<file path="config.mk">
export PLATFORM = sky130hd
export DESIGN_NAME = meter_modbus_request_and_reply_decode_unit_flat
export DESIGN_NICKNAME = d
export VERILOG_FILES = /design/src/hw/rtl/mmrd_pkg.sv /design/src/hw/rtl/mmrd_if.sv /design/src/hw/rtl/mmrd_front.sv /design/src/hw/rtl/mmrd_fifo.sv /design/src/hw/rtl/mmrd_back.sv /design/src/hw/rtl/meter_modbus_request_and_reply_decode_unit.sv /design/src/flat_wrapper.sv
export VERILOG_INCLUDE_DIRS = /design/src /design/src/hw/rtl
export SDC_FILE = /design/constraint.sdc
export NUM_CORES = 1
export LEC_CHECK = 0
export BUFFER_PORTS_ARGS = -buffer_cell sky130_fd_sc_hd__buf_2
export CAP_MARGIN = 0
export CORE_MARGIN = 2
export CORE_UTILIZATION = 52
export CTS_CLUSTER_DIAMETER = 40
export DETAILED_ROUTE_END_ITERATION = 8
export PLACE_DENSITY = 0.75
export SYNTH_ARGS = -nofsm -noshare
export SYNTH_HDL_FRONTEND = slang
export SYNTH_SLANG_ARGS = --single-unit
</file>
<file path="constraint.sdc">
create_clock -name clk -period 2.7 [get_ports clk]
set_clock_uncertainty 0.15 [all_clocks]
set_input_delay 0.135 -clock clk [delete_from_list [all_inputs] [get_ports clk]]
set_output_delay 0.135 -clock clk [all_outputs]
set_load 0.005 [all_outputs]
</file>
<file path="src/hw/rtl/meter_modbus_request_and_reply_decode_unit_defines.svh">
// assertion macros used by the meter modbus decode unit back end
`ifndef METER_MODBUS_REQUEST_AND_REPLY_DECODE_UNIT_DEFINES_SVH
`define METER_MODBUS_REQUEST_AND_REPLY_DECODE_UNIT_DEFINES_SVH

// condition that holds at every edge out of reset
`define MMRD_ASSERT_ALWAYS(lbl, cond) \
	lbl: assert property (@(posedge clk) disable iff (!arst_n) (cond)) \
		else $error("mmrd assertion failed");

// same-cycle implication
`define MMRD_ASSERT_IMPLIES(lbl, ante, cons) \
	lbl: assert property (@(posedge clk) disable iff (!arst_n) (ante) |-> (cons)) \
		else $error("mmrd assertion failed");

// next-cycle implication
`define MMRD_ASSERT_NEXT(lbl, ante, cons) \
	lbl: assert property (@(posedge clk) disable iff (!arst_n) (ante) |=> (cons)) \
		else $error("mmrd assertion failed");

`endif

</file>
<file path="src/hw/rtl/mmrd_pkg.sv">
// types, constants and crc function of the meter modbus decode unit
package mmrd_pkg;

	// reply store sizing
	localparam int RX_BUFFER_BYTES = 32;
	localparam int STORE_BYTES     = 15;
	localparam int IDX_W           = $clog2(RX_BUFFER_BYTES + 1);

	// protocol constants
	localparam logic [7:0]  SLAVE_ADDR_RESET = 8'd248;
	localparam logic [7:0]  FUNC_READ_INPUT  = 8'h04;
	localparam logic [7:0]  FUNC_RESET_ENERGY = 8'h42;
	localparam logic [7:0]  READ_REG_COUNT   = 8'h08;
	localparam logic [15:0] CRC_INIT         = 16'hFFFF;
	localparam logic [15:0] CRC_POLY         = 16'hA001;
	localparam logic [2:0]  READ_MSG_LEN     = 3'd6;
	localparam logic [2:0]  RESET_MSG_LEN    = 3'd4;

	// func codes on the input channel
	localparam logic [1:0] FUNC_CODE_READ  = 2'd0;
	localparam logic [1:0] FUNC_CODE_RESET = 2'd1;
	localparam logic [1:0] FUNC_CODE_BYTE  = 2'd2;

	// classified operation
	typedef enum logic [1:0] {
		OP_READ,
		OP_RESET,
		OP_BYTE
	} mmrd_op_t;

	// one queued item
	typedef struct packed {
		mmrd_op_t   op;
		logic [7:0] rx_byte;
		logic       rx_last;
	} mmrd_entry_t;

	// queue status seen by front and back
	typedef struct packed {
		logic full;
		logic nonempty;
	} mmrd_qstat_t;

	// one crc16 byte update, reflected polynomial
	function automatic logic [15:0] crc16_update(input logic [15:0] crc, input logic [7:0] b);
		logic [15:0] c;
		c = crc ^ {8'h00, b};
		for (int k = 0; k < 8; k++) begin
			if (c[0]) begin
				c = (c >> 1) ^ CRC_POLY;
			end else begin
				c = c >> 1;
			end
		end
		return c;
	endfunction

endpackage

</file>
<file path="src/hw/rtl/mmrd_if.sv">
// channel interfaces of the meter modbus decode unit
interface mmrd_cmd_if;
	logic       valid;
	logic       ready;
	logic [1:0] func;
	logic [7:0] rx_byte;
	logic       rx_last;

	modport source (output valid, func, rx_byte, rx_last, input ready);
	modport sink (input valid, func, rx_byte, rx_last, output ready);
endinterface

interface mmrd_rsp_if;
	logic        valid;
	logic        ready;
	logic        tx_valid;
	logic [7:0]  tx_byte;
	logic        tx_last;
	logic        frame_done;
	logic        frame_match;
	logic [15:0] voltage_raw;
	logic [15:0] current_raw;
	logic [31:0] power_raw;
	logic [31:0] energy_raw;

	modport source (output valid, tx_valid, tx_byte, tx_last, frame_done, frame_match,
		voltage_raw, current_raw, power_raw, energy_raw, input ready);
	modport sink (input valid, tx_valid, tx_byte, tx_last, frame_done, frame_match,
		voltage_raw, current_raw, power_raw, energy_raw, output ready);
endinterface

</file>
<file path="src/hw/rtl/mmrd_front.sv">
// front end: accepts input items and classifies them for the queue
module mmrd_front (
	mmrd_cmd_if.sink           cmd,
	input  mmrd_pkg::mmrd_qstat_t qstat,
	output logic               push,
	output mmrd_pkg::mmrd_entry_t entry
);

	// accept whenever the queue has room
	assign cmd.ready = !qstat.full;

	// classify; unused func code is dropped
	always_comb begin
		entry.rx_byte = cmd.rx_byte;
		entry.rx_last = cmd.rx_last;
		entry.op      = mmrd_pkg::OP_BYTE;
		push          = 1'b0;
		unique case (cmd.func)
			mmrd_pkg::FUNC_CODE_READ: begin
				entry.op = mmrd_pkg::OP_READ;
				push     = cmd.valid && !qstat.full;
			end
			mmrd_pkg::FUNC_CODE_RESET: begin
				entry.op = mmrd_pkg::OP_RESET;
				push     = cmd.valid && !qstat.full;
			end
			mmrd_pkg::FUNC_CODE_BYTE: begin
				entry.op = mmrd_pkg::OP_BYTE;
				push     = cmd.valid && !qstat.full;
			end
			default: begin
				push = 1'b0;
			end
		endcase
	end

endmodule

</file>
<file path="src/hw/rtl/mmrd_fifo.sv">
// two-entry queue between front and back
module mmrd_fifo (
	input  logic                  clk,
	input  logic                  arst_n,
	input  logic                  push,
	input  mmrd_pkg::mmrd_entry_t push_entry,
	input  logic                  pop,
	output mmrd_pkg::mmrd_entry_t head,
	output mmrd_pkg::mmrd_qstat_t qstat
);

	mmrd_pkg::mmrd_entry_t slot_q [2];
	logic       wr_ptr_q;
	logic       rd_ptr_q;
	logic [1:0] cnt_q;

	assign head           = slot_q[rd_ptr_q];
	assign qstat.full     = (cnt_q == 2'd2);
	assign qstat.nonempty = (cnt_q != 2'd0);

	// entry storage
	always_ff @(posedge clk) begin
		if (push) begin
			slot_q[wr_ptr_q] <= push_entry;
		end
	end

	// pointers and fill count
	always_ff @(posedge clk or negedge arst_n) begin
		if (!arst_n) begin
			wr_ptr_q <= 1'b0;
			rd_ptr_q <= 1'b0;
			cnt_q    <= 2'd0;
		end else begin
			if (push) begin
				wr_ptr_q <= !wr_ptr_q;
			end
			if (pop) begin
				rd_ptr_q <= !rd_ptr_q;
			end
			case ({push, pop})
				2'b10:   cnt_q <= cnt_q + 2'd1;
				2'b01:   cnt_q <= cnt_q - 2'd1;
				default: cnt_q <= cnt_q;
			endcase
		end
	end

endmodule

</file>
<file path="src/hw/rtl/mmrd_back.sv">
// back end: request byte sequencer with crc, reply store and frame decode
`include "meter_modbus_request_and_reply_decode_unit_defines.svh"

module mmrd_back (
	input  logic                  clk,
	input  logic                  arst_n,
	input  logic [7:0]            slave_address,
	input  mmrd_pkg::mmrd_entry_t head,
	input  mmrd_pkg::mmrd_qstat_t qstat,
	output logic                  pop,
	mmrd_rsp_if.source            rsp
);

	logic [2:0]  seq_q;
	logic [15:0] crc_q;
	logic [mmrd_pkg::IDX_W-1:0] idx_q;
	logic [7:0]  store_q [mmrd_pkg::STORE_BYTES];
	logic [7:0]  st [mmrd_pkg::STORE_BYTES];

	logic        out_valid_q;
	logic        tx_valid_q;
	logic [7:0]  tx_byte_q;
	logic        tx_last_q;
	logic        frame_done_q;
	logic        frame_match_q;
	logic [15:0] voltage_q;
	logic [15:0] current_q;
	logic [31:0] power_q;
	logic [31:0] energy_q;

	logic        slot_free;
	logic        is_req;
	logic [2:0]  msg_len;
	logic [7:0]  msg_byte;
	logic [15:0] crc_in;
	logic [15:0] crc_next;
	logic [7:0]  tx_byte_d;
	logic        req_last;
	logic        req_emit;
	logic        byte_go;
	logic        frame_end;
	logic        store_wr;
	logic        idx_inc;
	logic        clear_store;
	logic        match;

	assign slot_free = !out_valid_q || rsp.ready;
	assign is_req    = (head.op == mmrd_pkg::OP_READ) || (head.op == mmrd_pkg::OP_RESET);
	assign msg_len   = (head.op == mmrd_pkg::OP_READ) ? mmrd_pkg::READ_MSG_LEN
		: mmrd_pkg::RESET_MSG_LEN;

	// message byte for the current sequence step
	always_comb begin
		msg_byte = 8'h00;
		if (head.op == mmrd_pkg::OP_READ) begin
			unique case (seq_q)
				3'd0:    msg_byte = slave_address;
				3'd1:    msg_byte = mmrd_pkg::FUNC_READ_INPUT;
				3'd5:    msg_byte = mmrd_pkg::READ_REG_COUNT;
				default: msg_byte = 8'h00;
			endcase
		end else begin
			unique case (seq_q)
				3'd0:    msg_byte = slave_address;
				3'd1:    msg_byte = mmrd_pkg::FUNC_RESET_ENERGY;
				default: msg_byte = 8'h00;
			endcase
		end
	end

	// running crc, seeded on the first byte
	assign crc_in   = (seq_q == 3'd0) ? mmrd_pkg::CRC_INIT : crc_q;
	assign crc_next = mmrd_pkg::crc16_update(crc_in, msg_byte);

	// byte on the wire: message, then crc low, then crc high
	always_comb begin
		if (seq_q < msg_len) begin
			tx_byte_d = msg_byte;
		end else if (seq_q == msg_len) begin
			tx_byte_d = crc_in[7:0];
		end else begin
			tx_byte_d = crc_in[15:8];
		end
	end

	assign req_last  = (seq_q == (msg_len + 3'd1));
	assign req_emit  = qstat.nonempty && is_req && slot_free;
	assign byte_go   = qstat.nonempty && (head.op == mmrd_pkg::OP_BYTE)
		&& (!head.rx_last || slot_free);
	assign frame_end = byte_go && head.rx_last;
	assign pop       = (req_emit && req_last) || byte_go;
	assign clear_store = (req_emit && req_last) || frame_end;

	// reply byte capture with saturating index
	assign idx_inc  = byte_go && (idx_q < mmrd_pkg::IDX_W'(mmrd_pkg::RX_BUFFER_BYTES));
	assign store_wr = byte_go && (idx_q < mmrd_pkg::IDX_W'(mmrd_pkg::STORE_BYTES));

	// store contents including the byte being written
	always_comb begin
		for (int i = 0; i < mmrd_pkg::STORE_BYTES; i++) begin
			st[i] = (store_wr && (idx_q == mmrd_pkg::IDX_W'(i))) ? head.rx_byte : store_q[i];
		end
	end

	assign match = (st[0] == slave_address) && (st[1] == mmrd_pkg::FUNC_READ_INPUT);

	// sequencer, crc and reply store
	always_ff @(posedge clk or negedge arst_n) begin
		if (!arst_n) begin
			seq_q <= 3'd0;
			crc_q <= mmrd_pkg::CRC_INIT;
			idx_q <= '0;
			for (int i = 0; i < mmrd_pkg::STORE_BYTES; i++) begin
				store_q[i] <= 8'h00;
			end
		end else begin
			if (req_emit) begin
				seq_q <= req_last ? 3'd0 : (seq_q + 3'd1);
				if (seq_q < msg_len) begin
					crc_q <= crc_next;
				end
			end
			if (clear_store) begin
				idx_q <= '0;
				for (int i = 0; i < mmrd_pkg::STORE_BYTES; i++) begin
					store_q[i] <= 8'h00;
				end
			end else begin
				if (idx_inc) begin
					idx_q <= idx_q + mmrd_pkg::IDX_W'(1);
				end
				for (int i = 0; i < mmrd_pkg::STORE_BYTES; i++) begin
					store_q[i] <= st[i];
				end
			end
		end
	end

	// output valid
	always_ff @(posedge clk or negedge arst_n) begin
		if (!arst_n) begin
			out_valid_q <= 1'b0;
		end else if (req_emit || frame_end) begin
			out_valid_q <= 1'b1;
		end else if (rsp.ready) begin
			out_valid_q <= 1'b0;
		end
	end

	// output payload
	always_ff @(posedge clk) begin
		if (req_emit) begin
			tx_valid_q    <= 1'b1;
			tx_byte_q     <= tx_byte_d;
			tx_last_q     <= req_last;
			frame_done_q  <= 1'b0;
			frame_match_q <= 1'b0;
			voltage_q     <= 16'h0000;
			current_q     <= 16'h0000;
			power_q       <= 32'h0000_0000;
			energy_q      <= 32'h0000_0000;
		end else if (frame_end) begin
			tx_valid_q    <= 1'b0;
			tx_byte_q     <= 8'h00;
			tx_last_q     <= 1'b0;
			frame_done_q  <= 1'b1;
			frame_match_q <= match;
			voltage_q     <= match ? {st[3], st[4]} : 16'h0000;
			current_q     <= match ? {st[5], st[6]} : 16'h0000;
			power_q       <= match ? {st[9], st[10], st[7], st[8]} : 32'h0000_0000;
			energy_q      <= match ? {st[13], st[14], st[11], st[12]} : 32'h0000_0000;
		end
	end

	assign rsp.valid       = out_valid_q;
	assign rsp.tx_valid    = tx_valid_q;
	assign rsp.tx_byte     = tx_byte_q;
	assign rsp.tx_last     = tx_last_q;
	assign rsp.frame_done  = frame_done_q;
	assign rsp.frame_match = frame_match_q;
	assign rsp.voltage_raw = voltage_q;
	assign rsp.current_raw = current_q;
	assign rsp.power_raw   = power_q;
	assign rsp.energy_raw  = energy_q;

	// checks
	`MMRD_ASSERT_ALWAYS(a_idx_saturates, idx_q <= mmrd_pkg::IDX_W'(mmrd_pkg::RX_BUFFER_BYTES))
	`MMRD_ASSERT_IMPLIES(a_reset_seq_bound, qstat.nonempty && head.op == mmrd_pkg::OP_RESET, seq_q <= 3'd5)
	`MMRD_ASSERT_NEXT(a_stall_holds_seq, out_valid_q && !rsp.ready, $stable(seq_q))
	`MMRD_ASSERT_IMPLIES(a_match_in_frame, out_valid_q && frame_match_q, frame_done_q && !tx_valid_q)

endmodule

</file>
<file path="src/hw/rtl/meter_modbus_request_and_reply_decode_unit.sv">
// top level of the meter modbus request builder and reply decoder
//
// cmd channel: one item per func code; func 0 builds a read input registers
// request, func 1 an energy reset request, func 2 delivers one reply byte
// (rx_last closes the frame), func 3 is dropped without a result.
// rsp channel: a request gives one item per transmitted byte (6 or 8, crc
// low byte first, tx_last on the final one); a closing reply byte gives one
// decoded frame item with the address/function check and raw readings.
// cfg_we/cfg_wdata write the slave address; change it only while idle.
// an item reaches the two-entry queue at accept; its first result is loaded
// into the output register once it is at the queue head and the register is free.
// a request occupies the back-end byte sequencer for its 6 or 8 bytes, one
// byte a cycle unless rsp stalls; a closing reply byte also waits for rsp.
// the crc is folded in one byte per cycle as the bytes go out.
// a stalled rsp holds its item; the sequencer halts and cmd keeps taking
// items until the queue fills.
// reset: slave address returns to 248, the reply store and index clear,
// queue and output register empty.
module meter_modbus_request_and_reply_decode_unit (
	input  logic       clk,
	input  logic       arst_n,
	mmrd_cmd_if.sink   cmd,
	mmrd_rsp_if.source rsp,
	input  logic       cfg_we,
	input  logic [7:0] cfg_wdata
);

	logic [7:0]            slave_address_q;
	logic                  push;
	logic                  pop;
	mmrd_pkg::mmrd_entry_t push_entry;
	mmrd_pkg::mmrd_entry_t head;
	mmrd_pkg::mmrd_qstat_t qstat;

	// slave address register
	always_ff @(posedge clk or negedge arst_n) begin
		if (!arst_n) begin
			slave_address_q <= mmrd_pkg::SLAVE_ADDR_RESET;
		end else if (cfg_we) begin
			slave_address_q <= cfg_wdata;
		end
	end

	// front end
	mmrd_front u_front (
		.cmd   (cmd),
		.qstat (qstat),
		.push  (push),
		.entry (push_entry)
	);

	// queue
	mmrd_fifo u_fifo (
		.clk        (clk),
		.arst_n     (arst_n),
		.push       (push),
		.push_entry (push_entry),
		.pop        (pop),
		.head       (head),
		.qstat      (qstat)
	);

	// back end
	mmrd_back u_back (
		.clk           (clk),
		.arst_n        (arst_n),
		.slave_address (slave_address_q),
		.head          (head),
		.qstat         (qstat),
		.pop           (pop),
		.rsp           (rsp)
	);

endmodule
</file>
<file path="src/flat_wrapper.sv">
// flat-port wrapper written by rule: the top's interface ports become plain ports
module meter_modbus_request_and_reply_decode_unit_flat 
  (clk, arst_n, cfg_we, cfg_wdata, cmd_valid, cmd_func, cmd_rx_byte, cmd_rx_last, cmd_ready, rsp_valid, rsp_tx_valid, rsp_tx_byte, rsp_tx_last, rsp_frame_done, rsp_frame_match, rsp_voltage_raw, rsp_current_raw, rsp_power_raw, rsp_energy_raw, rsp_ready);
  mmrd_cmd_if cmd_i ();
  mmrd_rsp_if rsp_i ();
  input  logic clk;
  input  logic arst_n;
  input  logic cfg_we;
  input  logic [7:0] cfg_wdata;
  input wire logic [$bits(cmd_i.valid)-1:0] cmd_valid;
  input wire logic [$bits(cmd_i.func)-1:0] cmd_func;
  input wire logic [$bits(cmd_i.rx_byte)-1:0] cmd_rx_byte;
  input wire logic [$bits(cmd_i.rx_last)-1:0] cmd_rx_last;
  output wire logic [$bits(cmd_i.ready)-1:0] cmd_ready;
  output wire logic [$bits(rsp_i.valid)-1:0] rsp_valid;
  output wire logic [$bits(rsp_i.tx_valid)-1:0] rsp_tx_valid;
  output wire logic [$bits(rsp_i.tx_byte)-1:0] rsp_tx_byte;
  output wire logic [$bits(rsp_i.tx_last)-1:0] rsp_tx_last;
  output wire logic [$bits(rsp_i.frame_done)-1:0] rsp_frame_done;
  output wire logic [$bits(rsp_i.frame_match)-1:0] rsp_frame_match;
  output wire logic [$bits(rsp_i.voltage_raw)-1:0] rsp_voltage_raw;
  output wire logic [$bits(rsp_i.current_raw)-1:0] rsp_current_raw;
  output wire logic [$bits(rsp_i.power_raw)-1:0] rsp_power_raw;
  output wire logic [$bits(rsp_i.energy_raw)-1:0] rsp_energy_raw;
  input wire logic [$bits(rsp_i.ready)-1:0] rsp_ready;
  assign cmd_i.valid = cmd_valid;
  assign cmd_i.func = cmd_func;
  assign cmd_i.rx_byte = cmd_rx_byte;
  assign cmd_i.rx_last = cmd_rx_last;
  assign cmd_ready = cmd_i.ready;
  assign rsp_valid = rsp_i.valid;
  assign rsp_tx_valid = rsp_i.tx_valid;
  assign rsp_tx_byte = rsp_i.tx_byte;
  assign rsp_tx_last = rsp_i.tx_last;
  assign rsp_frame_done = rsp_i.frame_done;
  assign rsp_frame_match = rsp_i.frame_match;
  assign rsp_voltage_raw = rsp_i.voltage_raw;
  assign rsp_current_raw = rsp_i.current_raw;
  assign rsp_power_raw = rsp_i.power_raw;
  assign rsp_energy_raw = rsp_i.energy_raw;
  assign rsp_i.ready = rsp_ready;
  meter_modbus_request_and_reply_decode_unit u_core (.clk(clk), .arst_n(arst_n), .cmd(cmd_i), .rsp(rsp_i), .cfg_we(cfg_we), .cfg_wdata(cfg_wdata));
endmodule
</file>
==> key figures <==
Status
  – Outcome: finished with violations
  – Violated checks: setup timing

Finish
  – # diodes: 0
  – Fraction of layout cells with a size suffix above 1: 37.2%
  – Fin area: 15800 um^2
  – Area grow syn2layout: 38.0%
  – Nets: roughly 1.4k
  – Final Non-Filler Cells: 1663

Floorplanning
  – DIE WIDTH: 152 um
  – Rows: 54
  – Die Y: 152 um
  – Num ports: 134
  – Starting Density: 52.7%
  – Core area: 21700 um^2
  – Total die area: 23200 um^2

STA
  – Hold Slack: 0.0996 ns
  – FMAX: 332 MHz
  – Clock period minus worst slack: 3.01 ns
  – Final period utilization: 111%
  – Rel. slew slack: 47.5%
  – Tightest Pin Transition: 0.788 ns
  – Final Hold Fails: 0
  – Setup slack after layout: -0.308 ns
  – Max Transition Viols Final: 0
  – TNS Setup: -27.39 ns
  – RSZ-0062 raised after global routing: yes
  – Final setup viols: 160

Logic synthesis
  – Yosys warnings: 0
  – Post-synth EDFFs: 31
  – Post-synth top area share: 28.2%
  – Primary FF master, synth: dfrtp_1
  – Post-synth cell types: 58
  – Mapped Cells: roughly 1.1k
  – Post-Syn Area per Cell: 10.4 um^2
  – Synth top cells by count: nor2_1 (200), nand2_1 (135), dfrtp_1 (129)
  – Synthesized Nets: 1132
  – Sequential area share after synthesis: between 50% and 60%
  – Synth area leader: dfrtp_1
  – Async set-reset flop share out of synthesis: 53.6%
  – Synth Register Bits: 280
  – Most frequent cell after synthesis: nor2_1
  – Synth Cell Area: 11400 um^2
  – Synth area leaders: dfrtp_1 (28%), dfxtp_1 (17%), edfxtp_1 (8.1%), nor2_1 (6.6%), mux2i_1 (5.2%)

Place
  – Placed Area: approximately 13000 um^2
  – GPL Wtd Cong: 0.893
  – Dpl hpwl: around 19 mm
  – Buffers on Ports: 133
  – Placed instance count: 1539

GRT
  – First-pass GRT wire length: around 49 mm
  – Overflow after GRT: 0
  – Initial antenna violation count: 0
  – GRT Overall Usage: 26.1%
  – Largest net degree at the start of global routing: 83
  – Vias in the first global route: a little over 9k

Critical path
  – Worst R2R Path Depth: 10
  – CP Cell Sequence: buf_6 > nor3b_4 > o21ai_0 > or3b_4 > a31oi_1 > o221ai_1 > or4_4 > buf_12 > buf_16 > o21ai_2
  – Worst EP arrival: 3.29 ns
  – Crit end category: flop
  – Crit Path Category: reg2reg
  – Crit path depth: 10
  – CP bufs+invs: 3
  – Critical path's slowest cell: or4_4
  – R2R Path Start: u_core.u_fifo.rd_ptr_q$_DFFE_PN0P_
  – Setup crit start: u_core.u_fifo.rd_ptr_q$_DFFE_PN0P_
  – Reg2Reg Setup Slack: -0.31 ns
  – Worst setup path end: u_core.u_back.rsp.power_raw[9]$_SDFFE_PP0P_
  – Critical Path RT: 2.99 ns
  – Top delay family on crit path: simple AND/OR/NAND/NOR gates
  – R2r endpoint: u_core.u_back.rsp.power_raw[9]$_SDFFE_PP0P_
  – Crit start category: flop
  – Max incr delay on CP: 0.48 ns
  – Worst-path maximum fanout: 21

Pwr
  – Leak pwr: 0.00702 uW
  – Maximum VDD drop: between 0.0006 and 0.0007 V
  – Cell Pwr Density: between 1000 and 1500 nW/um^2

CTS
  – Worst skew pair latency: 0.50 ns
  – Clk sinks: 280
  – Reg clk slew, reported paths: 0.06 ns
  – CTS tree: built
  – Clock Path Buffers: 3
  – H-tree levels: 2
  – Root Driver: clkbuf_16
  – Number of buffers created by CTS: 36

Detailed routing
  – Initial DRC count: approximately 710
  – Post-DR vias/cell: 5.67
  – Drc violations: 0
  – Vias: 9432
  – First-pass detailed-route iteration total: 5
  – Antenna-violating nets left: 0
  – Routed wire length: around 34 mm
  – Avg WL per Cell: 20.4 um

Min path
  – Worst min-delay path class: in2async

Job
  – # Max-Cap Violations: 0
per-stage QoR:
step,utilization [%],worst slack [ns],total power (uW)
after global placement,60.0,-0.0546,10500
after global routing,72.8,-0.417,17200
after detailed placement,60.0,-0.221,10700
after CTS,68.3,-0.0895,15700
after floorplan,-,-0.0634,8780
final,72.8,-0.308,16500
worst min-delay path by stage:
stage	start	end	slack, ns	cells past startpoint
6_report	arst_n	u_core.u_back.store_q[4]$_DFF_PN0_	0.1	2
5_1_grt	arst_n	u_core.u_back.store_q[4]$_DFF_PN0_	0.18	2
4_1_cts	arst_n	u_core.u_back.store_q[3]$_DFF_PN0_	0.12	2
3_5_place_dp	arst_n	u_core.u_back.store_q[4]$_DFF_PN0_	0.1	1
3_3_place_gp	arst_n	u_core.u_back.store_q[3]$_DFF_PN0_	0.09	1
2_1_floorplan	arst_n	u_core.slave_address_q[0]$_DFFE_PN0P_	-0.31	0
worst register-to-register path, delay by kind of cell, from the launching register on:
kind | cells | cell delay (ns)
buffers and inverters | 3 | 0.51
AND/OR/NAND/NOR | 3 | 1.20
flip-flops | 1 | 0.45
AO/OA/AOI/OAI | 4 | 0.63
kinds of logic after synthesis:
| kind of cell | Yosys count | share of synthesized area [%] |
|---|---|---|
| buf+inv | 79 | 3.14 |
| fa+ha+maj | 10 | 1.09 |
| xor+xnor | 42 | 3.76 |
| compound gates | 217 | 11.6 |
| simple gates | 384 | 13.9 |
| flops | 280 | 58.5 |
| mux | 86 | 8.08 |
per-layer routing:
metal	GRT usage, %	wire length, um	share of wire [%]
met5	0	0	0
met4	9.70	1430	4.2
met1	34.1	13200	39
met3	4.38	2210	6.5
met2	44.0	17000	50
cell usage in the layout, fill, tap and decap left out, types with 22 or more instances in the layout:
cell,count
a21oi_1,51
buf_2,132
buf_4,88
clkbuf_16,42
dfrtp_1,128
dfxtp_1,99
dlygate4sd3_1,34
edfxtp_1,31
mux2_2,22
mux2i_4,30
nand2_1,134
nor2_1,195
o21ai_0,24
o21ai_2,74
xnor2_1,25
cell type report:
cell class / count / area (um^2)
Multi-Input combinational cell: 739 / 5180
Fill cell: 1355 / 5900
Tap cell: 280 / 350
Sequential cell: 280 / 6690
Clock buffer: 50 / 1020
Clock inverter: 14 / 178
Inverter: 13 / 48.8
Timing Repair Buffer: 287 / 2320
registers in the layout, indices dropped and copies added (netlist names):
signal                         cells
u_core.u_back.rsp.tx_last          1
u_core.u_back.rsp.energy_raw      32
u_core.u_fifo.slot_q              22
u_core.u_fifo.cnt_q                2
u_core.u_back.rsp.frame_match      1
u_core.u_back.rsp.voltage_raw     16
u_core.u_back.rsp.frame_done       1
u_core.u_back.crc_q               16
u_core.u_back.rsp.current_raw     16
u_core.slave_address_q             8
u_core.u_back.rsp.tx_valid         1
u_core.u_back.rsp.valid            1
u_core.u_back.idx_q                6
u_core.u_back.rsp.power_raw       32
u_core.u_fifo.rd_ptr_q             1
u_core.u_back.rsp.tx_byte          8
u_core.u_fifo.wr_ptr_q             1
u_core.u_back.seq_q                3
u_core.u_back.store_q            112
power breakdown:
part / internal (uW) / switching [uW] / leakage [uW]
clock: 2940 / 1810 / 0.000575
combinational: 2850 / 3390 / 0.00339
sequential: 5060 / 486 / 0.00306
what timing repair did:
action | 4_1_cts | 5_1_grt
setup buffers | 9 | 8
hold endpoints to repair | 102 | 0
setup endpoints to repair | 107 | 154
cloned | 3 | 6
resized for setup | 70 | 178
hold buffers | 34 | 0
pin swaps | 5 | 6
Power figures use the tool's default switching activity.
